`src/rtl/core/assert_macros.svh`:
```
// ----------------------------------------------------------------------------
// Assertion macros
// Shared concurrent assertion forms for the timer bank RTL.
// ----------------------------------------------------------------------------
`ifndef ASSERT_MACROS_SVH
`define ASSERT_MACROS_SVH

// Consequent must hold in the same cycle as the antecedent.
`define STB_ASSERT_SAME(label, clk, rst, ante, cons, msg) \
   label: assert property (@(posedge clk) disable iff (rst) (ante) |-> (cons)) \
      else $error(msg);

// Consequent must hold in the cycle after the antecedent.
`define STB_ASSERT_NEXT(label, clk, rst, ante, cons, msg) \
   label: assert property (@(posedge clk) disable iff (rst) (ante) |=> (cons)) \
      else $error(msg);

`endif

```
`src/rtl/core/stb_pkg.sv`:
```
// ----------------------------------------------------------------------------
// Timer bank package
// Shared constants, codes, types and helper functions of the timer bank.
// ----------------------------------------------------------------------------
package stb_pkg;

   // Fixed field widths of the ports.
   localparam int TIME_BITS      = 32;
   localparam int TAG_PORT_BITS  = 16;
   localparam int SLOT_PORT_BITS = 4;
   localparam int KIND_BITS      = 2;

   // Request operations.
   localparam logic OP_CREATE = 1'b0;
   localparam logic OP_TICK   = 1'b1;

   // Response kinds.
   localparam logic [KIND_BITS-1:0] KIND_ACCEPTED = 2'd0;
   localparam logic [KIND_BITS-1:0] KIND_FULL     = 2'd1;
   localparam logic [KIND_BITS-1:0] KIND_EXPIRED  = 2'd2;

   // Per-cycle controls broadcast to every cell of the chain.
   typedef struct packed {
      logic insert;  // push a new timer in at the head
      logic rotate;  // shift the whole chain one place toward the head
      logic arm;     // mark every cell as not yet visited by this tick
   } stb_cell_ctrl_type;

   // Unsigned add that saturates at the all-ones value.
   function automatic logic [TIME_BITS-1:0] sat_add(input logic [TIME_BITS-1:0] a,
                                                    input logic [TIME_BITS-1:0] b);
      logic [TIME_BITS:0] sum;
      sum = {1'b0, a} + {1'b0, b};
      return sum[TIME_BITS] ? {TIME_BITS{1'b1}} : sum[TIME_BITS-1:0];
   endfunction

endpackage

```
`src/rtl/core/stb_cell.sv`:
```
// ----------------------------------------------------------------------------
// Timer cell
// One place of the age-ordered timer chain. It takes a new entry from its
// lower neighbor on an insert and from its upper neighbor on a rotation.
// ----------------------------------------------------------------------------
module stb_cell #(
   parameter int SLOT_BITS = 4,
   parameter int TAG_W     = 16
) (
   input  logic                              clock,
   input  logic                              reset,
   input  stb_pkg::stb_cell_ctrl_type        ctrl,
   input  logic [stb_pkg::TIME_BITS-1:0]     now_seconds,
   input  logic                              chain_all_live_in,
   output logic                              chain_all_live_out,
   input  logic                              ins_live,
   input  logic                              ins_periodic,
   input  logic [SLOT_BITS-1:0]              ins_slot,
   input  logic [TAG_W-1:0]                  ins_tag,
   input  logic [stb_pkg::TIME_BITS-1:0]     ins_deadline,
   input  logic [stb_pkg::TIME_BITS-1:0]     ins_reload,
   input  logic                              rot_live,
   input  logic                              rot_mark,
   input  logic                              rot_periodic,
   input  logic [SLOT_BITS-1:0]              rot_slot,
   input  logic [TAG_W-1:0]                  rot_tag,
   input  logic [stb_pkg::TIME_BITS-1:0]     rot_deadline,
   input  logic [stb_pkg::TIME_BITS-1:0]     rot_reload,
   output logic                              cur_live,
   output logic                              cur_mark,
   output logic                              cur_periodic,
   output logic [SLOT_BITS-1:0]              cur_slot,
   output logic [TAG_W-1:0]                  cur_tag,
   output logic [stb_pkg::TIME_BITS-1:0]     cur_deadline,
   output logic [stb_pkg::TIME_BITS-1:0]     cur_reload,
   output logic                              pend
);

   logic                          live_ff;
   logic                          mark_ff;
   logic                          periodic_ff;
   logic [SLOT_BITS-1:0]          slot_ff;
   logic [TAG_W-1:0]              tag_ff;
   logic [stb_pkg::TIME_BITS-1:0] deadline_ff;
   logic [stb_pkg::TIME_BITS-1:0] reload_ff;
   logic                          take_ins;

   // An insert shifts every cell up to and including the first free one.
   assign take_ins           = ctrl.insert & chain_all_live_in;
   assign chain_all_live_out = chain_all_live_in & live_ff;

   // Control bits of the cell.
   always_ff @(posedge clock) begin
      if (reset) begin
         live_ff <= 1'b0;
         mark_ff <= 1'b0;
      end else if (ctrl.rotate) begin
         live_ff <= rot_live;
         mark_ff <= rot_mark;
      end else if (take_ins) begin
         live_ff <= ins_live;
         mark_ff <= 1'b0;
      end else if (ctrl.arm) begin
         mark_ff <= 1'b1;
      end
   end

   // Timer payload.
   always_ff @(posedge clock) begin
      if (ctrl.rotate) begin
         periodic_ff <= rot_periodic;
         slot_ff     <= rot_slot;
         tag_ff      <= rot_tag;
         deadline_ff <= rot_deadline;
         reload_ff   <= rot_reload;
      end else if (take_ins) begin
         periodic_ff <= ins_periodic;
         slot_ff     <= ins_slot;
         tag_ff      <= ins_tag;
         deadline_ff <= ins_deadline;
         reload_ff   <= ins_reload;
      end
   end

   // A live timer not yet visited by this tick is due once its deadline is reached.
   assign pend = live_ff & mark_ff & (deadline_ff <= now_seconds);

   assign cur_live     = live_ff;
   assign cur_mark     = mark_ff;
   assign cur_periodic = periodic_ff;
   assign cur_slot     = slot_ff;
   assign cur_tag      = tag_ff;
   assign cur_deadline = deadline_ff;
   assign cur_reload   = reload_ff;

endmodule

```
`src/rtl/core/stb_head.sv`:
```
// ----------------------------------------------------------------------------
// Timer chain head
// Processes the entry at the head of the chain during a tick scan: frees a
// due one-shot timer and reloads a due periodic timer before the entry
// wraps around to the tail.
// ----------------------------------------------------------------------------
module stb_head (
   input  logic                          head_live,
   input  logic                          head_periodic,
   input  logic                          head_pend,
   input  logic [stb_pkg::TIME_BITS-1:0] head_deadline,
   input  logic [stb_pkg::TIME_BITS-1:0] head_reload,
   input  logic [stb_pkg::TIME_BITS-1:0] now_seconds,
   output logic                          nxt_live,
   output logic [stb_pkg::TIME_BITS-1:0] nxt_deadline,
   output logic                          free_slot
);

   logic [stb_pkg::TIME_BITS-1:0] reload_deadline;

   // The next deadline of a periodic timer counts from the current time.
   assign reload_deadline = stb_pkg::sat_add(head_reload, now_seconds);

   // Retire or reload the head entry when it is due.
   always_comb begin
      nxt_live     = head_live;
      nxt_deadline = head_deadline;
      free_slot    = 1'b0;
      if (head_pend) begin
         if (head_periodic) begin
            nxt_deadline = reload_deadline;
         end else begin
            nxt_live  = 1'b0;
            free_slot = 1'b1;
         end
      end
   end

endmodule

```
`src/rtl/core/software_timer_bank.sv`:
```
// ----------------------------------------------------------------------------
// Software timer bank
// A bank of one-shot and periodic timers kept in a chain of cells, newest
// at the head. A tick rotates the chain once around and reports due timers.
// ----------------------------------------------------------------------------
//
//   Channel | Direction | Handshake            | Payload
//   --------+-----------+----------------------+---------------------------------
//   req     | in        | req_valid/req_ready  | operation, timeout, periodic, tag
//   rsp     | out       | rsp_valid/rsp_ready  | kind, expired_tag, slot, last
//
// A create transaction answers through the output register.
// A tick transaction is accepted, then rotates the chain once around through the
// head unit, one place per cycle, pausing while a due timer is at the head and
// the output register is occupied.
// Reset is synchronous and clears the time, the slot busy bits and the cells.
// New requests are taken only when the scan is idle and the output register
// is empty or being emptied in the same cycle.
//
`include "assert_macros.svh"

module software_timer_bank #(
   parameter int NUM_TIMERS = 16,
   parameter int TAG_BITS   = 16
) (
   input  logic                                    clock,
   input  logic                                    reset,
   input  logic                                    req_valid,
   output logic                                    req_ready,
   input  logic                                    req_operation,
   input  logic [stb_pkg::TIME_BITS-1:0]           req_timeout_seconds,
   input  logic                                    req_periodic,
   input  logic [stb_pkg::TAG_PORT_BITS-1:0]       req_timer_tag,
   output logic                                    rsp_valid,
   input  logic                                    rsp_ready,
   output logic [stb_pkg::KIND_BITS-1:0]           rsp_kind,
   output logic [stb_pkg::TAG_PORT_BITS-1:0]       rsp_expired_tag,
   output logic [stb_pkg::SLOT_PORT_BITS-1:0]      rsp_slot_index,
   output logic                                    rsp_last
);

   localparam int SLOT_BITS = (NUM_TIMERS > 1) ? $clog2(NUM_TIMERS) : 1;
   localparam int TAG_W     = (TAG_BITS < stb_pkg::TAG_PORT_BITS) ? TAG_BITS
                                                                 : stb_pkg::TAG_PORT_BITS;
   localparam logic [SLOT_BITS-1:0] LAST_STEP = SLOT_BITS'(NUM_TIMERS - 1);

   // Scan sequencer states.
   localparam logic ST_IDLE = 1'b0;
   localparam logic ST_SCAN = 1'b1;

   localparam int TW = stb_pkg::TIME_BITS;

   logic                               state_ff, state_in;
   logic [SLOT_BITS-1:0]               step_ff, step_in;
   logic [TW-1:0]                      now_ff, now_in;
   logic [NUM_TIMERS-1:0]              busy_ff, busy_in;
   logic                               rsp_valid_ff, rsp_valid_in;
   logic [stb_pkg::KIND_BITS-1:0]      rsp_kind_ff, rsp_kind_in;
   logic [TAG_W-1:0]                   rsp_tag_ff, rsp_tag_in;
   logic [SLOT_BITS-1:0]               rsp_slot_ff, rsp_slot_in;
   logic                               rsp_last_ff, rsp_last_in;

   stb_pkg::stb_cell_ctrl_type         ctrl;
   logic                               req_fire;
   logic                               out_free;
   logic                               table_full;
   logic [SLOT_BITS-1:0]               free_idx;
   logic [TAG_W-1:0]                   new_tag;
   logic [TW-1:0]                      new_deadline;

   // Chain signals, one entry per cell.
   logic [NUM_TIMERS:0]                all_live_chain;
   logic [NUM_TIMERS-1:0]              cell_live;
   logic [NUM_TIMERS-1:0]              cell_mark;
   logic [NUM_TIMERS-1:0]              cell_periodic;
   logic [NUM_TIMERS-1:0]              pend_vec;
   logic [SLOT_BITS-1:0]               cell_slot     [NUM_TIMERS];
   logic [TAG_W-1:0]                   cell_tag      [NUM_TIMERS];
   logic [TW-1:0]                      cell_deadline [NUM_TIMERS];
   logic [TW-1:0]                      cell_reload   [NUM_TIMERS];
   logic [NUM_TIMERS-1:0]              ins_live;
   logic [NUM_TIMERS-1:0]              ins_periodic;
   logic [SLOT_BITS-1:0]               ins_slot      [NUM_TIMERS];
   logic [TAG_W-1:0]                   ins_tag       [NUM_TIMERS];
   logic [TW-1:0]                      ins_deadline  [NUM_TIMERS];
   logic [TW-1:0]                      ins_reload    [NUM_TIMERS];
   logic [NUM_TIMERS-1:0]              rot_live;
   logic [NUM_TIMERS-1:0]              rot_mark;
   logic [NUM_TIMERS-1:0]              rot_periodic;
   logic [SLOT_BITS-1:0]               rot_slot      [NUM_TIMERS];
   logic [TAG_W-1:0]                   rot_tag       [NUM_TIMERS];
   logic [TW-1:0]                      rot_deadline  [NUM_TIMERS];
   logic [TW-1:0]                      rot_reload    [NUM_TIMERS];

   // Head unit outputs.
   logic                               head_pend;
   logic                               pend_rest;
   logic                               head_nxt_live;
   logic [TW-1:0]                      head_nxt_deadline;
   logic                               head_free;

   logic [TAG_W+stb_pkg::TAG_PORT_BITS-1:0]      tag_ext;
   logic [SLOT_BITS+stb_pkg::SLOT_PORT_BITS-1:0] slot_ext;

   // Handshake.
   assign out_free  = !rsp_valid_ff || rsp_ready;
   assign req_ready = (state_ff == ST_IDLE) && out_free;
   assign req_fire  = req_valid && req_ready;

   // Lowest free slot and table-full flag.
   assign table_full = &busy_ff;
   always_comb begin
      free_idx = '0;
      for (int i = NUM_TIMERS - 1; i >= 0; i--) begin
         if (!busy_ff[i]) begin
            free_idx = SLOT_BITS'(i);
         end
      end
   end

   assign new_tag      = req_timer_tag[TAG_W-1:0];
   assign new_deadline = stb_pkg::sat_add(now_ff, req_timeout_seconds);

   // Scan progress and pending status at the head.
   assign head_pend = pend_vec[0];
   assign pend_rest = |(pend_vec >> 1);

   // Cell controls.
   always_comb begin
      ctrl        = '0;
      ctrl.insert = req_fire && (req_operation == stb_pkg::OP_CREATE) && !table_full;
      ctrl.arm    = req_fire && (req_operation == stb_pkg::OP_TICK);
      ctrl.rotate = (state_ff == ST_SCAN) && (!head_pend || out_free);
   end

   // Chain of timer cells.
   assign all_live_chain[0] = 1'b1;

   genvar g;
   generate
      for (g = 0; g < NUM_TIMERS; g++) begin : g_cell
         // Insert source: the new timer at the head, else the lower neighbor.
         if (g == 0) begin : g_ins_head
            assign ins_live[g]     = 1'b1;
            assign ins_periodic[g] = req_periodic;
            assign ins_slot[g]     = free_idx;
            assign ins_tag[g]      = new_tag;
            assign ins_deadline[g] = new_deadline;
            assign ins_reload[g]   = req_timeout_seconds;
         end else begin : g_ins_prev
            assign ins_live[g]     = cell_live[g-1];
            assign ins_periodic[g] = cell_periodic[g-1];
            assign ins_slot[g]     = cell_slot[g-1];
            assign ins_tag[g]      = cell_tag[g-1];
            assign ins_deadline[g] = cell_deadline[g-1];
            assign ins_reload[g]   = cell_reload[g-1];
         end

         // Rotate source: the processed head at the tail, else the upper neighbor.
         if (g == NUM_TIMERS - 1) begin : g_rot_tail
            assign rot_live[g]     = head_nxt_live;
            assign rot_mark[g]     = 1'b0;
            assign rot_periodic[g] = cell_periodic[0];
            assign rot_slot[g]     = cell_slot[0];
            assign rot_tag[g]      = cell_tag[0];
            assign rot_deadline[g] = head_nxt_deadline;
            assign rot_reload[g]   = cell_reload[0];
         end else begin : g_rot_next
            assign rot_live[g]     = cell_live[g+1];
            assign rot_mark[g]     = cell_mark[g+1];
            assign rot_periodic[g] = cell_periodic[g+1];
            assign rot_slot[g]     = cell_slot[g+1];
            assign rot_tag[g]      = cell_tag[g+1];
            assign rot_deadline[g] = cell_deadline[g+1];
            assign rot_reload[g]   = cell_reload[g+1];
         end

         stb_cell #(
            .SLOT_BITS (SLOT_BITS),
            .TAG_W     (TAG_W)
         ) u_cell (
            .clock              (clock),
            .reset              (reset),
            .ctrl               (ctrl),
            .now_seconds        (now_ff),
            .chain_all_live_in  (all_live_chain[g]),
            .chain_all_live_out (all_live_chain[g+1]),
            .ins_live           (ins_live[g]),
            .ins_periodic       (ins_periodic[g]),
            .ins_slot           (ins_slot[g]),
            .ins_tag            (ins_tag[g]),
            .ins_deadline       (ins_deadline[g]),
            .ins_reload         (ins_reload[g]),
            .rot_live           (rot_live[g]),
            .rot_mark           (rot_mark[g]),
            .rot_periodic       (rot_periodic[g]),
            .rot_slot           (rot_slot[g]),
            .rot_tag            (rot_tag[g]),
            .rot_deadline       (rot_deadline[g]),
            .rot_reload         (rot_reload[g]),
            .cur_live           (cell_live[g]),
            .cur_mark           (cell_mark[g]),
            .cur_periodic       (cell_periodic[g]),
            .cur_slot           (cell_slot[g]),
            .cur_tag            (cell_tag[g]),
            .cur_deadline       (cell_deadline[g]),
            .cur_reload         (cell_reload[g]),
            .pend               (pend_vec[g])
         );
      end
   endgenerate

   // Due timers at the head are retired or reloaded on their way to the tail.
   stb_head u_head (
      .head_live     (cell_live[0]),
      .head_periodic (cell_periodic[0]),
      .head_pend     (head_pend),
      .head_deadline (cell_deadline[0]),
      .head_reload   (cell_reload[0]),
      .now_seconds   (now_ff),
      .nxt_live      (head_nxt_live),
      .nxt_deadline  (head_nxt_deadline),
      .free_slot     (head_free)
   );

   // Scan sequencer, time and slot busy bits.
   always_comb begin
      state_in = state_ff;
      step_in  = step_ff;
      now_in   = now_ff;
      busy_in  = busy_ff;
      case (state_ff)
         ST_IDLE: begin
            if (ctrl.arm) begin
               now_in   = stb_pkg::sat_add(now_ff, TW'(1));
               step_in  = '0;
               state_in = ST_SCAN;
            end
            if (ctrl.insert) begin
               busy_in[free_idx] = 1'b1;
            end
         end
         ST_SCAN: begin
            if (ctrl.rotate) begin
               if (head_free) begin
                  busy_in[cell_slot[0]] = 1'b0;
               end
               if (step_ff == LAST_STEP) begin
                  state_in = ST_IDLE;
               end else begin
                  step_in = step_ff + 1'b1;
               end
            end
         end
         default: begin
            state_in = ST_IDLE;
         end
      endcase
   end

   // Output register.
   always_comb begin
      rsp_valid_in = rsp_valid_ff && !rsp_ready;
      rsp_kind_in  = rsp_kind_ff;
      rsp_tag_in   = rsp_tag_ff;
      rsp_slot_in  = rsp_slot_ff;
      rsp_last_in  = rsp_last_ff;
      if (req_fire && (req_operation == stb_pkg::OP_CREATE)) begin
         rsp_valid_in = 1'b1;
         rsp_tag_in   = new_tag;
         rsp_last_in  = 1'b1;
         if (table_full) begin
            rsp_kind_in = stb_pkg::KIND_FULL;
            rsp_slot_in = '0;
         end else begin
            rsp_kind_in = stb_pkg::KIND_ACCEPTED;
            rsp_slot_in = free_idx;
         end
      end else if (ctrl.rotate && head_pend) begin
         rsp_valid_in = 1'b1;
         rsp_kind_in  = stb_pkg::KIND_EXPIRED;
         rsp_tag_in   = cell_tag[0];
         rsp_slot_in  = cell_slot[0];
         rsp_last_in  = !pend_rest;
      end
   end

   // Control registers.
   always_ff @(posedge clock) begin
      if (reset) begin
         state_ff     <= ST_IDLE;
         step_ff      <= '0;
         now_ff       <= '0;
         busy_ff      <= '0;
         rsp_valid_ff <= 1'b0;
      end else begin
         state_ff     <= state_in;
         step_ff      <= step_in;
         now_ff       <= now_in;
         busy_ff      <= busy_in;
         rsp_valid_ff <= rsp_valid_in;
      end
   end

   // Result payload registers.
   always_ff @(posedge clock) begin
      rsp_kind_ff <= rsp_kind_in;
      rsp_tag_ff  <= rsp_tag_in;
      rsp_slot_ff <= rsp_slot_in;
      rsp_last_ff <= rsp_last_in;
   end

   // Fit the stored tag and slot number to the port widths.
   assign tag_ext  = {{stb_pkg::TAG_PORT_BITS{1'b0}}, rsp_tag_ff};
   assign slot_ext = {{stb_pkg::SLOT_PORT_BITS{1'b0}}, rsp_slot_ff};

   assign rsp_valid       = rsp_valid_ff;
   assign rsp_kind        = rsp_kind_ff;
   assign rsp_expired_tag = tag_ext[stb_pkg::TAG_PORT_BITS-1:0];
   assign rsp_slot_index  = slot_ext[stb_pkg::SLOT_PORT_BITS-1:0];
   assign rsp_last        = rsp_last_ff;

   // Assertions.
   `STB_ASSERT_SAME(a_idle_during_scan, clock, reset, state_ff == ST_SCAN, !req_ready, "request taken during a tick scan")
   `STB_ASSERT_SAME(a_busy_matches_cells, clock, reset, 1'b1, $countones(busy_ff) == $countones(cell_live), "slot busy bits disagree with live cells")
   `STB_ASSERT_NEXT(a_last_clears_pending, clock, reset, ctrl.rotate && head_pend && !pend_rest, pend_vec == '0, "due timer left after the last expiry")

endmodule

```
`config.mk`:
```
export PLATFORM = sky130hd
export DESIGN_NAME = software_timer_bank
export DESIGN_NICKNAME = d
export VERILOG_FILES = /design/src/rtl/core/stb_pkg.sv /design/src/rtl/core/stb_cell.sv /design/src/rtl/core/stb_head.sv /design/src/rtl/core/software_timer_bank.sv
export VERILOG_INCLUDE_DIRS = /design/src /design/src/rtl/core
export SDC_FILE = /design/constraint.sdc
export NUM_CORES = 2
export LEC_CHECK = 0
export BUFFER_PORTS_ARGS = -buffer_cell sky130_fd_sc_hd__buf_2
export CORE_MARGIN = 2
export CORE_UTILIZATION = 61
export DETAILED_ROUTE_END_ITERATION = 7
export GPL_ROUTABILITY_DRIVEN = 0
export PLACE_DENSITY = 0.77
export SLEW_MARGIN = 20
export SYNTH_ARGS = -nofsm -noshare
export SYNTH_HDL_FRONTEND = slang
export SYNTH_SLANG_ARGS = --single-unit
```
`constraint.sdc`:
```
create_clock -name clock -period 9.8 [get_ports clock]
set_input_delay 1.47 -clock clock [delete_from_list [all_inputs] [get_ports clock]]
set_output_delay 1.47 -clock clock [all_outputs]
set_load 0.03 [all_outputs]
```
==> key figures <==
STA
  – Setup Viol. Count Final: 0
  – Final min period: 6.397 ns
  – Final Hold Fails: 0
  – Final Max Tran Viols: 0
  – Period Utilization, post-route: 65.28%
  – Slew headroom: 18.82%
  – Final clock skew: 0.03320 ns
  – Post-route worst setup slack: 3.403 ns
  – Setup TNS: 0 ns
  – RSZ-0062 raised after global routing: no
  – Worst Max-Slew Pin Slew: 1.199 ns
  – Maximum clock rate: 0.1563 GHz

Power
  – Pleak: 0.03554 uW
  – Pwr Density: 183.7 mW/mm^2
  – VDD IR max: 0.1833 mV

Clocking
  – Clock root buffer: clkbuf_16
  – Clock Pin Slew Worst Setup and Hold Paths: 0.06 ns
  – Num CTS Buffers: 155
  – CTS tree: done
  – # H-tree levels: 4
  – Post_cts resized: 0
  – # Post-CTS Setup Buffers: 0
  – Clock Path Buffers: 3
  – Clock Sinks: 1469
  – Hold buffers post-CTS: 0
  – Clk_lat worst skew: 0.83 ns

Die
  – Initial core utilization: 61.29%
  – Die width: 359.0 um
  – Die Ht: 359.0 um
  – Core Rows: 130
  – Num ports: 79
  – Core ar.: 0.1254 mm^2
  – Die Area: 0.1289 mm^2

Yosys
  – Main flop type after synthesis: edfxtp_1
  – YS warnings: 0
  – Post-synth EDFFs: 1382
  – #FFs+latches synth: 1469
  – Post-synthesis sequential area ratio: 56.26%
  – Synth Cell Area: 0.07686 mm^2
  – Post-synth ARST share: 0%
  – Synth top area cells: edfxtp_1 54%, nand2_1 20%, ha_1 9.4%
  – Largest area contributor in the netlist: edfxtp_1
  – Post-synthesis cell count: 8029
  – Syn Nets: 8663
  – Yosys cell types: 82
  – Synth top area share: 53.99%
  – Mean Syn Cell Area: 9.573 um^2

Routing
  – Routed len/inst: 22.53 um
  – DRT antenna net count: 0
  – DR DRC count: 0
  – Via count: 60400
  – Initial DRC Count: 9012
  – Via/cell ratio: 6.183
  – Drt first pass iters: 6
  – DRT Wirelength: 220.1 mm

GRT
  – Global-route wire length before repair: 333.3 mm
  – GRT Resource Usage Total: 33.57%
  – GRT overflow: 0
  – Initial antenna violation count: 20
  – Largest net degree at the start of global routing: 234
  – Vias in the first global route: 57270

Worst hold path
  – Type of the tightest min-delay check: reg2reg

Placement
  – PortBufs: 78
  – Detailed placement HPWL: 145.0 mm
  – Cells after DPL: 9477
  – Pre-CTS worst setup slack: 3.490 ns

Worst setup path
  – CP Max Fanout: 200
  – Crit end category: register
  – WP data arrival: 6.92 ns
  – CP cell instances: inv_1, ha_1, nand4_1, or2_1, nor4_2, nand3_1, o21ai_0, a31oi_1, o21ai_4, buf_4, buf_12, buf_4, o21ai_1
  – Element type at the critical path start: register
  – CP max stage delay: 0.88 ns
  – Worst path slowest cell: o21ai_4
  – Critical path class: reg2reg
  – CP dominant cell by count: buf_4
  – CP Data Required Time: 10.33 ns

Layout
  – Share of cells above drive strength 1: 4.966%
  – Core Util, Final: 66.64%
  – Fillers: 9618
  – Area delta synth->final: 8.726%
  – Nets: 8618
  – Fin cells: 9769

Run status
  – Status: completed

Run
  – Max Cap Viol: 0
-- cells by family (layout without fill, tap and decap cells) --
logic type,Yosys count,count (layout),share of synthesized area (%)
AOI/OAI and AO/OA,840,840,7.044
xor gates and xnor gates,81,81,0.9230
adders and majority gates,580,580,9.461
buffers and inverters,444,530,2.544
DFF,1469,1469,56.26
muxes,2,2,0.02605
other,0,4,0
and+or+nand+nor,4613,4613,23.74
-- per-layer routing --
metal / wire length, um / global-route usage (%) / up-vias
met5: 162 / 0 / -
met4: 8314 / 12.73 / 24
met3: 30730 / 11.34 / 655
met2: 94810 / 49.05 / 3530
met1: 86090 / 46.53 / 28730
li1: - / - / 27470
-- worst max-delay path: cells and delay by family (launching register included) --
kind / cells / cell delay, ns
simple gates: 4 / 1.11
fa+ha+maj: 1 / 0.46
compound gates: 4 / 1.46
flops: 1 / 0.46
buf+inv: 4 / 2.43
-- sequential cells by signal (all words and copies together) (netlist names), 2 cells and up --
| name | cells |
|---|---|
| rsp_slot_index | 4 |
| g_cell.u_cell.cur_mark | 16 |
| rsp_kind | 2 |
| g_cell.u_cell.cur_live | 16 |
| g_cell.u_cell.cur_tag | 256 |
| rsp_expired_tag | 16 |
| g_cell.u_cell.cur_periodic | 16 |
| now_ff | 32 |
| busy_ff | 16 |
| step_ff | 4 |
| g_cell.u_cell.cur_deadline | 512 |
| g_cell.u_cell.cur_reload | 512 |
| g_cell.u_cell.cur_slot | 64 |
-- synthesized netlist by cell type, drive strengths merged, types with 21 or more instances --
| cell | n |
|---|---|
| xnor2 | 64 |
| nor3 | 59 |
| clkbuf | 121 |
| a21oi | 221 |
| nor2b | 41 |
| o211ai | 38 |
| nand4 | 127 |
| buf | 227 |
| o22ai | 33 |
| and3 | 21 |
| edfxtp | 1382 |
| a21o | 138 |
| nand2 | 4073 |
| inv | 95 |
| o22a | 30 |
| nor2 | 141 |
| o21a | 36 |
| ha | 578 |
| nand3 | 59 |
| o21ai | 184 |
| dfxtp | 87 |
| a211oi | 37 |
-- cells in the final DEF (no fill, tap or decap), drive strengths merged, types with 17 or more instances in the layout --
master	n
a211oi	37
a21o	138
a21oi	221
a31oi	19
and3	21
buf	147
clkbuf	197
clkinv	67
dfxtp	87
edfxtp	1382
ha	578
inv	102
nand2	4073
nand2b	19
nand3	59
nand4	127
nor2	141
nor2b	41
nor3	59
nor4	19
o211ai	38
o21a	36
o21ai	184
o22a	30
o22ai	33
xnor2	64
xor2	17
-- final timing paths --
path / start / endpoint / slack [ns] / depth (start not counted)
worst max-delay path: now_ff[29]$_SDFFE_PP0P_ / g_cell[15].u_cell.cur_deadline[24]$_DFFE_PP_ / 3.40 / 13
worst min-delay path: g_cell[15].u_cell.cur_mark$_SDFFE_PP0P_ / g_cell[14].u_cell.cur_mark$_SDFFE_PP0P_ / 0.47 / 2
worst max register to register: now_ff[29]$_SDFFE_PP0P_ / g_cell[15].u_cell.cur_deadline[24]$_DFFE_PP_ / 3.40 / 13
worst min register to register: g_cell[15].u_cell.cur_mark$_SDFFE_PP0P_ / g_cell[14].u_cell.cur_mark$_SDFFE_PP0P_ / 0.47 / 2
-- through the flow --
stage / power (uW) / cell area [um^2] / hold slack (ns)
CTS: 15330 / 83550 / 0.4672
floorplan: 8920 / 76860 / 0.4418
finish: 15350 / 83570 / 0.4688
global placement: 9417 / 78500 / 0.4548
global route: 15820 / 83560 / 0.4900
detailed placement: 9497 / 78500 / 0.4588
-- power by group --
part	switching, uW	internal (uW)
clock network	2640	3280
registers	311	7440
logic	1170	509
-- final cells by class --
| type | count | area [um^2] | share of cell area (%) |
|---|---|---|---|
| Antenna cell | 4 | 10.01 | 0.01198 |
| Clock buffer | 197 | 4119 | 4.929 |
| Clock inverter | 91 | 927.1 | 1.109 |
| Inverter | 95 | 356.6 | 0.4267 |
| Multi-Input combinational cell | 6116 | 31810 | 38.07 |
| Sequential cell | 1469 | 43240 | 51.75 |
| Tap cell | 1650 | 2064 | 2.470 |
| Timing Repair Buffer | 147 | 1033 | 1.237 |
Power figures use the tool's default switching activity.
